<file path="config.mk">
export PLATFORM = sky130hd
export DESIGN_NAME = edf_deadline_task_queue_unit
export DESIGN_NICKNAME = d
export VERILOG_FILES = /design/src/rtl/edf_pkg.sv /design/src/rtl/edf_deadline_task_queue_unit.sv
export SDC_FILE = /design/constraint.sdc
export NUM_CORES = 2
export LEC_CHECK = 0
export BUFFER_PORTS_ARGS = -buffer_cell sky130_fd_sc_hd__buf_4
export CORE_MARGIN = 2
export CORE_UTILIZATION = 40
export CTS_BUF_LIST = sky130_fd_sc_hd__clkbuf_8 sky130_fd_sc_hd__clkbuf_16
export DETAILED_ROUTE_END_ITERATION = 7
export SYNTH_ARGS = -nofsm -noshare
export SYNTH_HDL_FRONTEND = slang
export SYNTH_SLANG_ARGS = --single-unit
</file>
<file path="constraint.sdc">
create_clock -name i_clk -period 12.9 [get_ports i_clk]
set_clock_uncertainty 0.05 [all_clocks]
set_input_delay 1.935 -clock i_clk [delete_from_list [all_inputs] [get_ports i_clk]]
set_output_delay 1.935 -clock i_clk [all_outputs]
set_load 0.02 [all_outputs]
</file>
<file path="src/rtl/edf_pkg.sv">
// Package with item types and status codes for the deadline task queue.
package edf_pkg;

    typedef enum logic [1:0] {
        REQ_CREATE  = 2'd0,
        REQ_OVERDUE = 2'd1,
        REQ_DELETE  = 2'd2,
        REQ_QUERY   = 2'd3
    } t_req;

    typedef enum logic [2:0] {
        ST_OK           = 3'd0,
        ST_BAD_TEMPLATE = 3'd1,
        ST_NOT_FOUND    = 3'd2,
        ST_NO_RUNNING   = 3'd3,
        ST_ACTIVE_FULL  = 3'd4,
        ST_OVERDUE_FULL = 3'd5
    } t_status;

    typedef struct packed {
        logic [1:0]  req_type;
        logic [7:0]  template_index;
        logic [31:0] task_id;
        logic [31:0] now_ticks;
        logic [31:0] deadline_offset;
    } t_in_item;

    typedef struct packed {
        logic [2:0]  status;
        logic [31:0] affected_id;
        logic        running_valid;
        logic [31:0] running_id;
        logic [31:0] running_deadline;
        logic        running_changed;
    } t_out_item;

endpackage

</file>
<file path="src/rtl/edf_deadline_task_queue_unit.sv">
// Earliest-deadline-first task queue with active and overdue tables held in memories.
//
//  channel | direction | handshake          | payload
//  --------+-----------+--------------------+--------------------------
//  in      | input     | i_in_valid/o_in_stall   | i_in_item  (t_in_item)
//  out     | output    | o_out_valid/i_out_stall | o_out_item (t_out_item)
//  cfg     | input     | i_cfg_we           | i_cfg_data (template_count)
//
// One item is handled at a time. A create scans the active table for its place
// and then shifts the tail one entry per cycle. A delete that misses scans both
// tables, which sets the worst case for an item.
// Reset is synchronous and active low; it clears the counts and the control state.
// The memory content is not cleared, since only entries below a count are read.
// While a result waits behind i_out_stall, no new item is accepted.
module edf_deadline_task_queue_unit #(
    parameter int MAX_TASKS = 16
) (
    input  logic              i_clk,
    input  logic              i_rst_n,
    input  logic              i_in_valid,
    output logic              o_in_stall,
    input  edf_pkg::t_in_item i_in_item,
    output logic              o_out_valid,
    input  logic              i_out_stall,
    output edf_pkg::t_out_item o_out_item,
    input  logic              i_cfg_we,
    input  logic [7:0]        i_cfg_data
);
    import edf_pkg::*;

    localparam int AW = (MAX_TASKS > 1) ? $clog2(MAX_TASKS) : 1;
    localparam int CW = $clog2(MAX_TASKS + 1);
    localparam logic [CW-1:0] FULL = CW'(MAX_TASKS);

    typedef enum logic [3:0] {
        S_IDLE, S_DECIDE, S_INS_RD, S_INS_CMP, S_INS_SHIFT,
        S_DEL_RD, S_DEL_CMP, S_OD_RD, S_OD_CMP, S_ASHIFT, S_OSHIFT,
        S_HEAD_RD, S_HEAD, S_OUT
    } t_state;

    // Active entry holds {id, deadline}; overdue entry holds the id.
    logic [63:0] r_amem [MAX_TASKS];
    logic [31:0] r_omem [MAX_TASKS];
    logic [63:0] r_ard;
    logic [31:0] r_ord;
    logic        a_we, o_we;
    logic [AW-1:0] a_wa, a_ra, o_wa, o_ra;
    logic [63:0] a_wd;
    logic [31:0] o_wd;

    always_ff @(posedge i_clk) begin
        if (a_we) r_amem[a_wa] <= a_wd;
        if (o_we) r_omem[o_wa] <= o_wd;
        r_ard <= r_amem[a_ra];
        r_ord <= r_omem[o_ra];
    end

    t_state       r_state;
    t_in_item     r_item;
    logic [7:0]   r_tcount;
    logic [CW-1:0] r_acount, r_ocount, r_pos;
    logic [31:0]  r_dl;
    logic [2:0]   r_status;
    logic [31:0]  r_aff;
    logic         r_changed;
    logic [63:0]  r_hold;
    t_out_item    r_out;
    logic         r_out_valid;

    // The current walk position drives the read address. A delete or overdue shift writes the entry
    // read last cycle and reads the one after next, so the data keeps one step ahead.
    always_comb begin
        a_we = 1'b0; o_we = 1'b0;
        a_wa = r_pos[AW-1:0];
        o_wa = r_pos[AW-1:0];
        a_wd = r_hold;
        o_wd = r_hold[63:32];
        a_ra = r_pos[AW-1:0];
        o_ra = r_pos[AW-1:0];
        unique case (r_state)
            S_IDLE: a_ra = '0;
            S_INS_SHIFT: begin
                a_we = 1'b1;
                a_wa = r_pos[AW-1:0];
                a_wd = r_hold;
                a_ra = AW'(r_pos + CW'(1));
            end
            S_DEL_CMP: a_ra = AW'(r_pos + CW'(1));
            S_OD_CMP: o_ra = AW'(r_pos + CW'(1));
            S_ASHIFT: begin
                a_we = (r_pos + 1'b1) < r_acount;
                a_wa = r_pos[AW-1:0];
                a_wd = r_ard;
                a_ra = AW'(r_pos + CW'(2));
            end
            S_OSHIFT: begin
                o_we = (r_pos + 1'b1) < r_ocount;
                o_wa = r_pos[AW-1:0];
                o_wd = r_ord;
                o_ra = AW'(r_pos + CW'(2));
            end
            S_DECIDE: begin
                o_we = (r_item.req_type == REQ_OVERDUE) && (r_acount != '0)
                       && (r_ocount != FULL) && r_changed;
                o_wa = r_ocount[AW-1:0];
                o_wd = r_ard[63:32];
                a_ra = AW'(1);
            end
            S_HEAD_RD, S_HEAD: a_ra = '0;
            default: ;
        endcase
    end

    always_ff @(posedge i_clk) begin
        if (!i_rst_n) begin
            r_state     <= S_IDLE;
            r_acount    <= '0;
            r_ocount    <= '0;
            r_tcount    <= '0;
            r_out_valid <= 1'b0;
        end else begin
            if (i_cfg_we) r_tcount <= i_cfg_data;
            if (r_out_valid && !i_out_stall) r_out_valid <= 1'b0;
            unique case (r_state)
                S_IDLE: if (i_in_valid && !r_out_valid) begin
                    r_item    <= i_in_item;
                    r_dl      <= i_in_item.now_ticks + i_in_item.deadline_offset;
                    r_pos     <= '0;
                    r_status  <= ST_OK;
                    r_aff     <= '0;
                    r_changed <= 1'b1;   // marks the head read pending in S_DECIDE
                    r_state   <= S_DECIDE;
                end
                S_DECIDE: begin
                    // r_ard now holds entry 0. Only a successful overdue move
                    // changes the head at this point.
                    r_changed <= (r_item.req_type == REQ_OVERDUE) && (r_acount != '0)
                                 && (r_ocount != FULL);
                    r_pos     <= '0;
                    case (r_item.req_type)
                        REQ_CREATE:
                            if (r_item.template_index >= r_tcount) begin
                                r_status <= ST_BAD_TEMPLATE; r_state <= S_HEAD_RD;
                            end else if (r_acount == FULL) begin
                                r_status <= ST_ACTIVE_FULL; r_state <= S_HEAD_RD;
                            end else begin
                                r_aff   <= r_item.task_id;
                                r_hold  <= {r_item.task_id, r_dl};
                                r_state <= S_INS_RD;
                            end
                        REQ_OVERDUE:
                            if (r_acount == '0) begin
                                r_status <= ST_NO_RUNNING; r_state <= S_HEAD_RD;
                            end else if (r_ocount == FULL) begin
                                r_status <= ST_OVERDUE_FULL; r_state <= S_HEAD_RD;
                            end else begin
                                r_aff     <= r_ard[63:32];
                                r_ocount  <= r_ocount + 1'b1;
                                r_state   <= S_ASHIFT;
                            end
                        REQ_DELETE: r_state <= S_DEL_RD;
                        default: begin
                            if (r_acount == '0) r_status <= ST_NO_RUNNING;
                            r_state <= S_HEAD_RD;
                        end
                    endcase
                end
                S_INS_RD: r_state <= S_INS_CMP;
                S_INS_CMP:
                    // Insert before the first entry with a later deadline, else at the end.
                    if (r_pos == r_acount || r_dl < r_ard[31:0]) begin
                        if (r_pos == '0) r_changed <= 1'b1;
                        r_acount <= r_acount + 1'b1;
                        r_state  <= S_INS_SHIFT;
                    end else begin
                        r_pos   <= r_pos + 1'b1;
                        r_state <= S_INS_RD;
                    end
                S_INS_SHIFT: begin
                    // Write the held entry here, then carry the displaced one forward.
                    r_hold <= r_ard;
                    if (r_pos + 1'b1 >= r_acount) begin
                        r_state <= S_HEAD_RD;
                    end else begin
                        r_pos <= r_pos + 1'b1;
                    end
                end
                S_DEL_RD: r_state <= (r_pos == r_acount) ? S_OD_RD : S_DEL_CMP;
                S_DEL_CMP:
                    if (r_ard[63:32] == r_item.task_id) begin
                        if (r_pos == '0) r_changed <= 1'b1;
                        r_aff   <= r_item.task_id;
                        r_state <= S_ASHIFT;
                    end else if (r_pos + 1'b1 == r_acount) begin
                        r_pos   <= '0;
                        r_state <= S_OD_RD;
                    end else begin
                        r_pos   <= r_pos + 1'b1;
                        r_state <= S_DEL_RD;
                    end
                S_OD_RD:
                    if (r_pos == r_ocount) begin
                        r_status <= ST_NOT_FOUND;
                        r_state  <= S_HEAD_RD;
                    end else begin
                        r_state <= S_OD_CMP;
                    end
                S_OD_CMP:
                    if (r_ord == r_item.task_id) begin
                        r_aff   <= r_item.task_id;
                        r_state <= S_OSHIFT;
                    end else begin
                        r_pos   <= r_pos + 1'b1;
                        r_state <= S_OD_RD;
                    end
                S_ASHIFT:
                    // Read of pos+2 lands next cycle; the write uses the last read.
                    if (r_pos + 1'b1 >= r_acount) begin
                        r_acount <= r_acount - 1'b1;
                        r_state  <= S_HEAD_RD;
                    end else begin
                        r_pos <= r_pos + 1'b1;
                    end
                S_OSHIFT:
                    if (r_pos + 1'b1 >= r_ocount) begin
                        r_ocount <= r_ocount - 1'b1;
                        r_state  <= S_HEAD_RD;
                    end else begin
                        r_pos <= r_pos + 1'b1;
                    end
                S_HEAD_RD: r_state <= S_HEAD;
                S_HEAD: r_state <= S_OUT;
                S_OUT: begin
                    r_out.status           <= r_status;
                    r_out.affected_id      <= r_aff;
                    r_out.running_valid    <= r_acount != '0;
                    r_out.running_id       <= (r_acount != '0) ? r_ard[63:32] : '0;
                    r_out.running_deadline <= (r_acount != '0) ? r_ard[31:0] : '0;
                    r_out.running_changed  <= r_changed;
                    r_out_valid            <= 1'b1;
                    r_state                <= S_IDLE;
                end
                default: r_state <= S_IDLE;
            endcase
        end
    end

    assign o_in_stall  = (r_state != S_IDLE) || r_out_valid;
    assign o_out_valid = r_out_valid;
    assign o_out_item  = r_out;

`ifndef SYNTHESIS
    a_acount_le: assert property (@(posedge i_clk) disable iff (!i_rst_n)
        r_acount <= FULL) else $error("active count beyond depth");
    a_ocount_le: assert property (@(posedge i_clk) disable iff (!i_rst_n)
        r_ocount <= FULL) else $error("overdue count beyond depth");
    a_busy_stall: assert property (@(posedge i_clk) disable iff (!i_rst_n)
        (r_state != S_IDLE) |-> o_in_stall) else $error("accepting while busy");
    a_out_from: assert property (@(posedge i_clk) disable iff (!i_rst_n)
        $rose(r_out_valid) |-> $past(r_state == S_OUT)) else $error("stray result");
`endif

endmodule

</file>
==> results.txt <==
----------------------------------------------------
[Run status]
  Result of the run ... completed

[Pwr]
  Proportion of power drawn by the clock network ... 27.0%
  Maximum VDD drop ... 0.000253 V
  Sequential share of power ... 40.3%
  Comb power frac ... 32.7%
  Total power ... 0.0209 W
  Net switching power of the design ... 0.00696 W
  Share of total power consumed by net switching ... 33.3%
  Cell-internal power ... 0.0140 W
  Ratio of total power to cell area ... 230 nW/um^2
  Static leakage power ... 35.3 nW

[Logic synthesis]
  Synthesized area ... 79,900 sq um
  Yosys cell types ... 74
  Fraction of post-synthesis cell area in the top cell type by area ... 68.2%
  Most frequent cell after synthesis ... edfxtp_1
  Top area cells in the synthesized netlist ... edfxtp_1 (68%), mux2i_1 (13%), mux4_2 (3.6%)
  Most used DFF post-synth ... edfxtp_1
  Number of flip-flops and latches in the synthesized netlist ... 1,935
  Proportion of synthesized flip-flops having asynchronous set or reset ... 0%
  Cell taking the most area after synthesis ... edfxtp_1
  Post-synthesis net count ... 4,849
  Synthesis Warnings ... 0
  Most used standard cells in the synthesized netlist ... edfxtp_1 (1,816), mux2i_1 (1,006), nand2_1 (244), mux4_2 (128), dfxtp_1 (119)
  Cell count after synthesis ... 4,632
  Number of enable flip-flop cells after synthesis ... 1,816
  Mean area per synthesized cell ... 17.3 sq um
  Sequential cell area fraction in the yosys report ... 71.2%

[GRT]
  Number of global-route vias before repair ... 41.9k
  First-pass GRT wire length ... 284,000 um
  Number of antenna violations at the first check in global routing ... 5
  Leftover overflow at the end of global routing ... 0
  Largest net degree at the start of global routing ... 134
  GRT Util Overall ... 18.9%

[Timing]
  Final setup vio count ... 0
  Max_slew headroom ... 18.8%
  Fmax ... 174 MHz
  Clock period minus worst slack ... 5.74 ns
  Period utilisation layout ... 44.5%
  Slew @ Worst Pin ... 1.21 ns
  Total negative slack ... 0 ns
  Hold Vio Cnt, Final ... 0
  Unrepaired setup endpoints after global routing ... no
  Post-route worst hold slack ... 0.368 ns
  Final Max Slew Viols ... 0

[CTS]
  Clock buffers created by TritonCTS ... 195
  CTS clock-pin slew for the worst setup and hold paths ... 0.06 ns
  Master cell of the clock root buffer ... clkbuf_16
  Number of setup buffers added after CTS ... 0
  Level count of the clock H-tree ... 4
  Buffer levels on the longest clock path ... 3
  Hold bufs inserted after CTS ... 0
  Clk_lat worst skew ... 0.84 ns
  CTS tree ... done
  Post_cts resized ... 0
  Sink Count ... 1,935

[Route]
  DR vias/cell ... 5.34
  Final Routed Wirelength ... 196,000 um
  Avg WL per Cell ... 25.2 um
  Count of unresolved DRC violations after routing ... 0
  Number of detailed-routing iterations run before antenna repair ... 5
  Initial DRC Count ... 3,354
  Post-route antenna net violation count ... 0
  Via total after detailed routing ... 41.4k

[Floorplanning]
  Number of core rows ... 164
  Initial core utilization ... 40.1%
  Core box area ... 199,000 sq um
  Num ports ... 222
  DIE WIDTH ... 451 um
  Height of the chip ... 451 um
  Die Area ... 203,000 sq um

[Finish]
  Final instance count without filler cells ... 7,757
  Number of nets in the final layout ... 5,148
  Fraction of final layout cells with drive strength greater than 1 ... 16.8%
  Layout Area Growth over Synthesis ... 14.1%
  Storage cell area ... 56,900 sq um
  Total of fill cells in the finished design ... 17.1k
  Multi-input logic area ... 21,600 sq um

[Run]
  Number of max-capacitance violations reported ... 0

[Critical path]
  Most numerous cell on the critical path ... mux2i_1
  Nature of the critical path startpoint ... flop
  Chain of cells forming the critical path ... inv_1 > ha_1 > nand2_1 > o21ai_0 > a222oi_1 > buf_12 > buf_12 > buf_4 > mux2i_1 > mux2i_1 > mux2i_1 > mux2i_1
  Worst setup path class ... reg2reg
  Library cell contributing the largest single delay on the critical path ... buf_4
  Critical Path Sink Type ... flop
  Top fanout value on the critical path ... 133
  Required time at the endpoint of the critical path ... 13.51 ns
  Crit-path max cell delay ... 0.96 ns
  Arr. time, crit path ... 6.35 ns

[Placed design]
  Hpwl dp ... 111,000 um
  Routability-driven placement congestion ratio ... 0.939
  Count of input and output buffers ... 221
  Placed insts ... 7,390

[Worst hold path]
  Hold WC Path Type ... reg2reg

----------------------------------------------------
## registers in the layout, summed over array words and instances (netlist names), 5 cells and up
name        flops
r_ocount        5
r_ord          32
o_out_item    101
r_omem        512
r_dl           32
r_aff          32
r_ard          64
r_hold         64
r_amem       1024
r_acount        5
r_item         42
r_pos           5
r_tcount        8
## placed cells by master, fill, tap and decap left out, types with 8 or more instances in the layout
master / n
nand4_1: 24
o21a_1: 12
inv_1: 112
a22oi_1: 35
o211ai_1: 12
and3_1: 9
and2_1: 38
ha_1: 95
or3_1: 9
dfxtp_1: 119
nand3_1: 18
clkbuf_8: 12
nor2_4: 20
o21ai_0: 84
clkinv_1: 43
a21o_1: 28
mux4_2: 128
a211oi_1: 42
edfxtp_1: 1816
buf_4: 320
and3_4: 8
bufinv_16: 18
clkbuf_16: 198
clkinv_2: 29
clkinvlp_4: 9
nor3_1: 20
a31oi_1: 12
xor2_1: 11
a22o_1: 34
a21oi_1: 98
mux2_2: 64
nor2b_1: 45
mux2i_1: 1006
nand2_1: 244
nand2b_1: 16
xnor2_1: 92
nor2_1: 95
nor4_1: 13
## power by group through the flow
stage                     Sequential [W]  Combinational (W)  Clock [W]
after detailed placement         0.00854            0.00690          0
final                            0.00843            0.00685    0.00564
after global routing             0.00845            0.00740    0.00598
after CTS                        0.00841            0.00692    0.00575
after global placement           0.00854            0.00682          0
after floorplan                  0.00820            0.00531          0
## area by class of cell
class                           count  area share [%]
Antenna cell                        2         0.00549
Sequential cell                  1935            62.5
Tap cell                         2656            3.65
Clock buffer                      210            5.62
Inverter                           73           0.301
Multi-Input combinational cell   2400            23.7
Clock inverter                    155            1.48
Timing Repair Buffer              326            2.77
## metal layers
metal	vias up	track usage [%]	wire, um
met2	1062	31.8	96800
met1	21389	25.0	83500
met5	-	0	0
met3	317	2.69	8540
met4	0	6.88	6900
li1	18672	-	-
## critical path, delay by kind of cell, from the launching register on
kind / cells / cell delay [ns]
AO/OA/AOI/OAI: 2 / 0.62
buffers and inverters: 4 / 2.70
AND/OR/NAND/NOR: 1 / 0.11
multiplexers: 4 / 0.69
adder cells (fa/ha/maj): 1 / 0.46
flip-flops: 1 / 0.70
## worst paths after layout
check / startpoint / end / slack, ns / cells after the start
setup / recovery: r_pos[0] / r_ard[58] / 7.16 / 12
setup reg to reg: r_pos[0] / r_ard[58] / 7.16 / 12
hold / removal: r_aff[31] / o_out_item[97] / 0.37 / 0
hold reg to reg: r_aff[31] / o_out_item[97] / 0.37 / 0
## logic make-up after synthesis
logic type,after synthesis,share of synthesized area (%)
xor+xnor,105,1.15
mux,1198,17.1
fa+ha+maj,98,1.56
compound gates,409,3.35
simple gates,590,3.49
flops,1935,71.2
buf+inv,297,2.10
## stage by stage
stage,utilization (%),area (sq um),setup slack [ns]
2_1_floorplan,-,79900,2.09
3_3_place_gp,42.5,84700,7.13
5_1_grt,45.8,91100,6.81
4_1_cts,45.8,91100,7.14
3_5_place_dp,42.5,84700,7.16
6_report,45.8,91100,7.16
(Power assumes the default switching activity.)
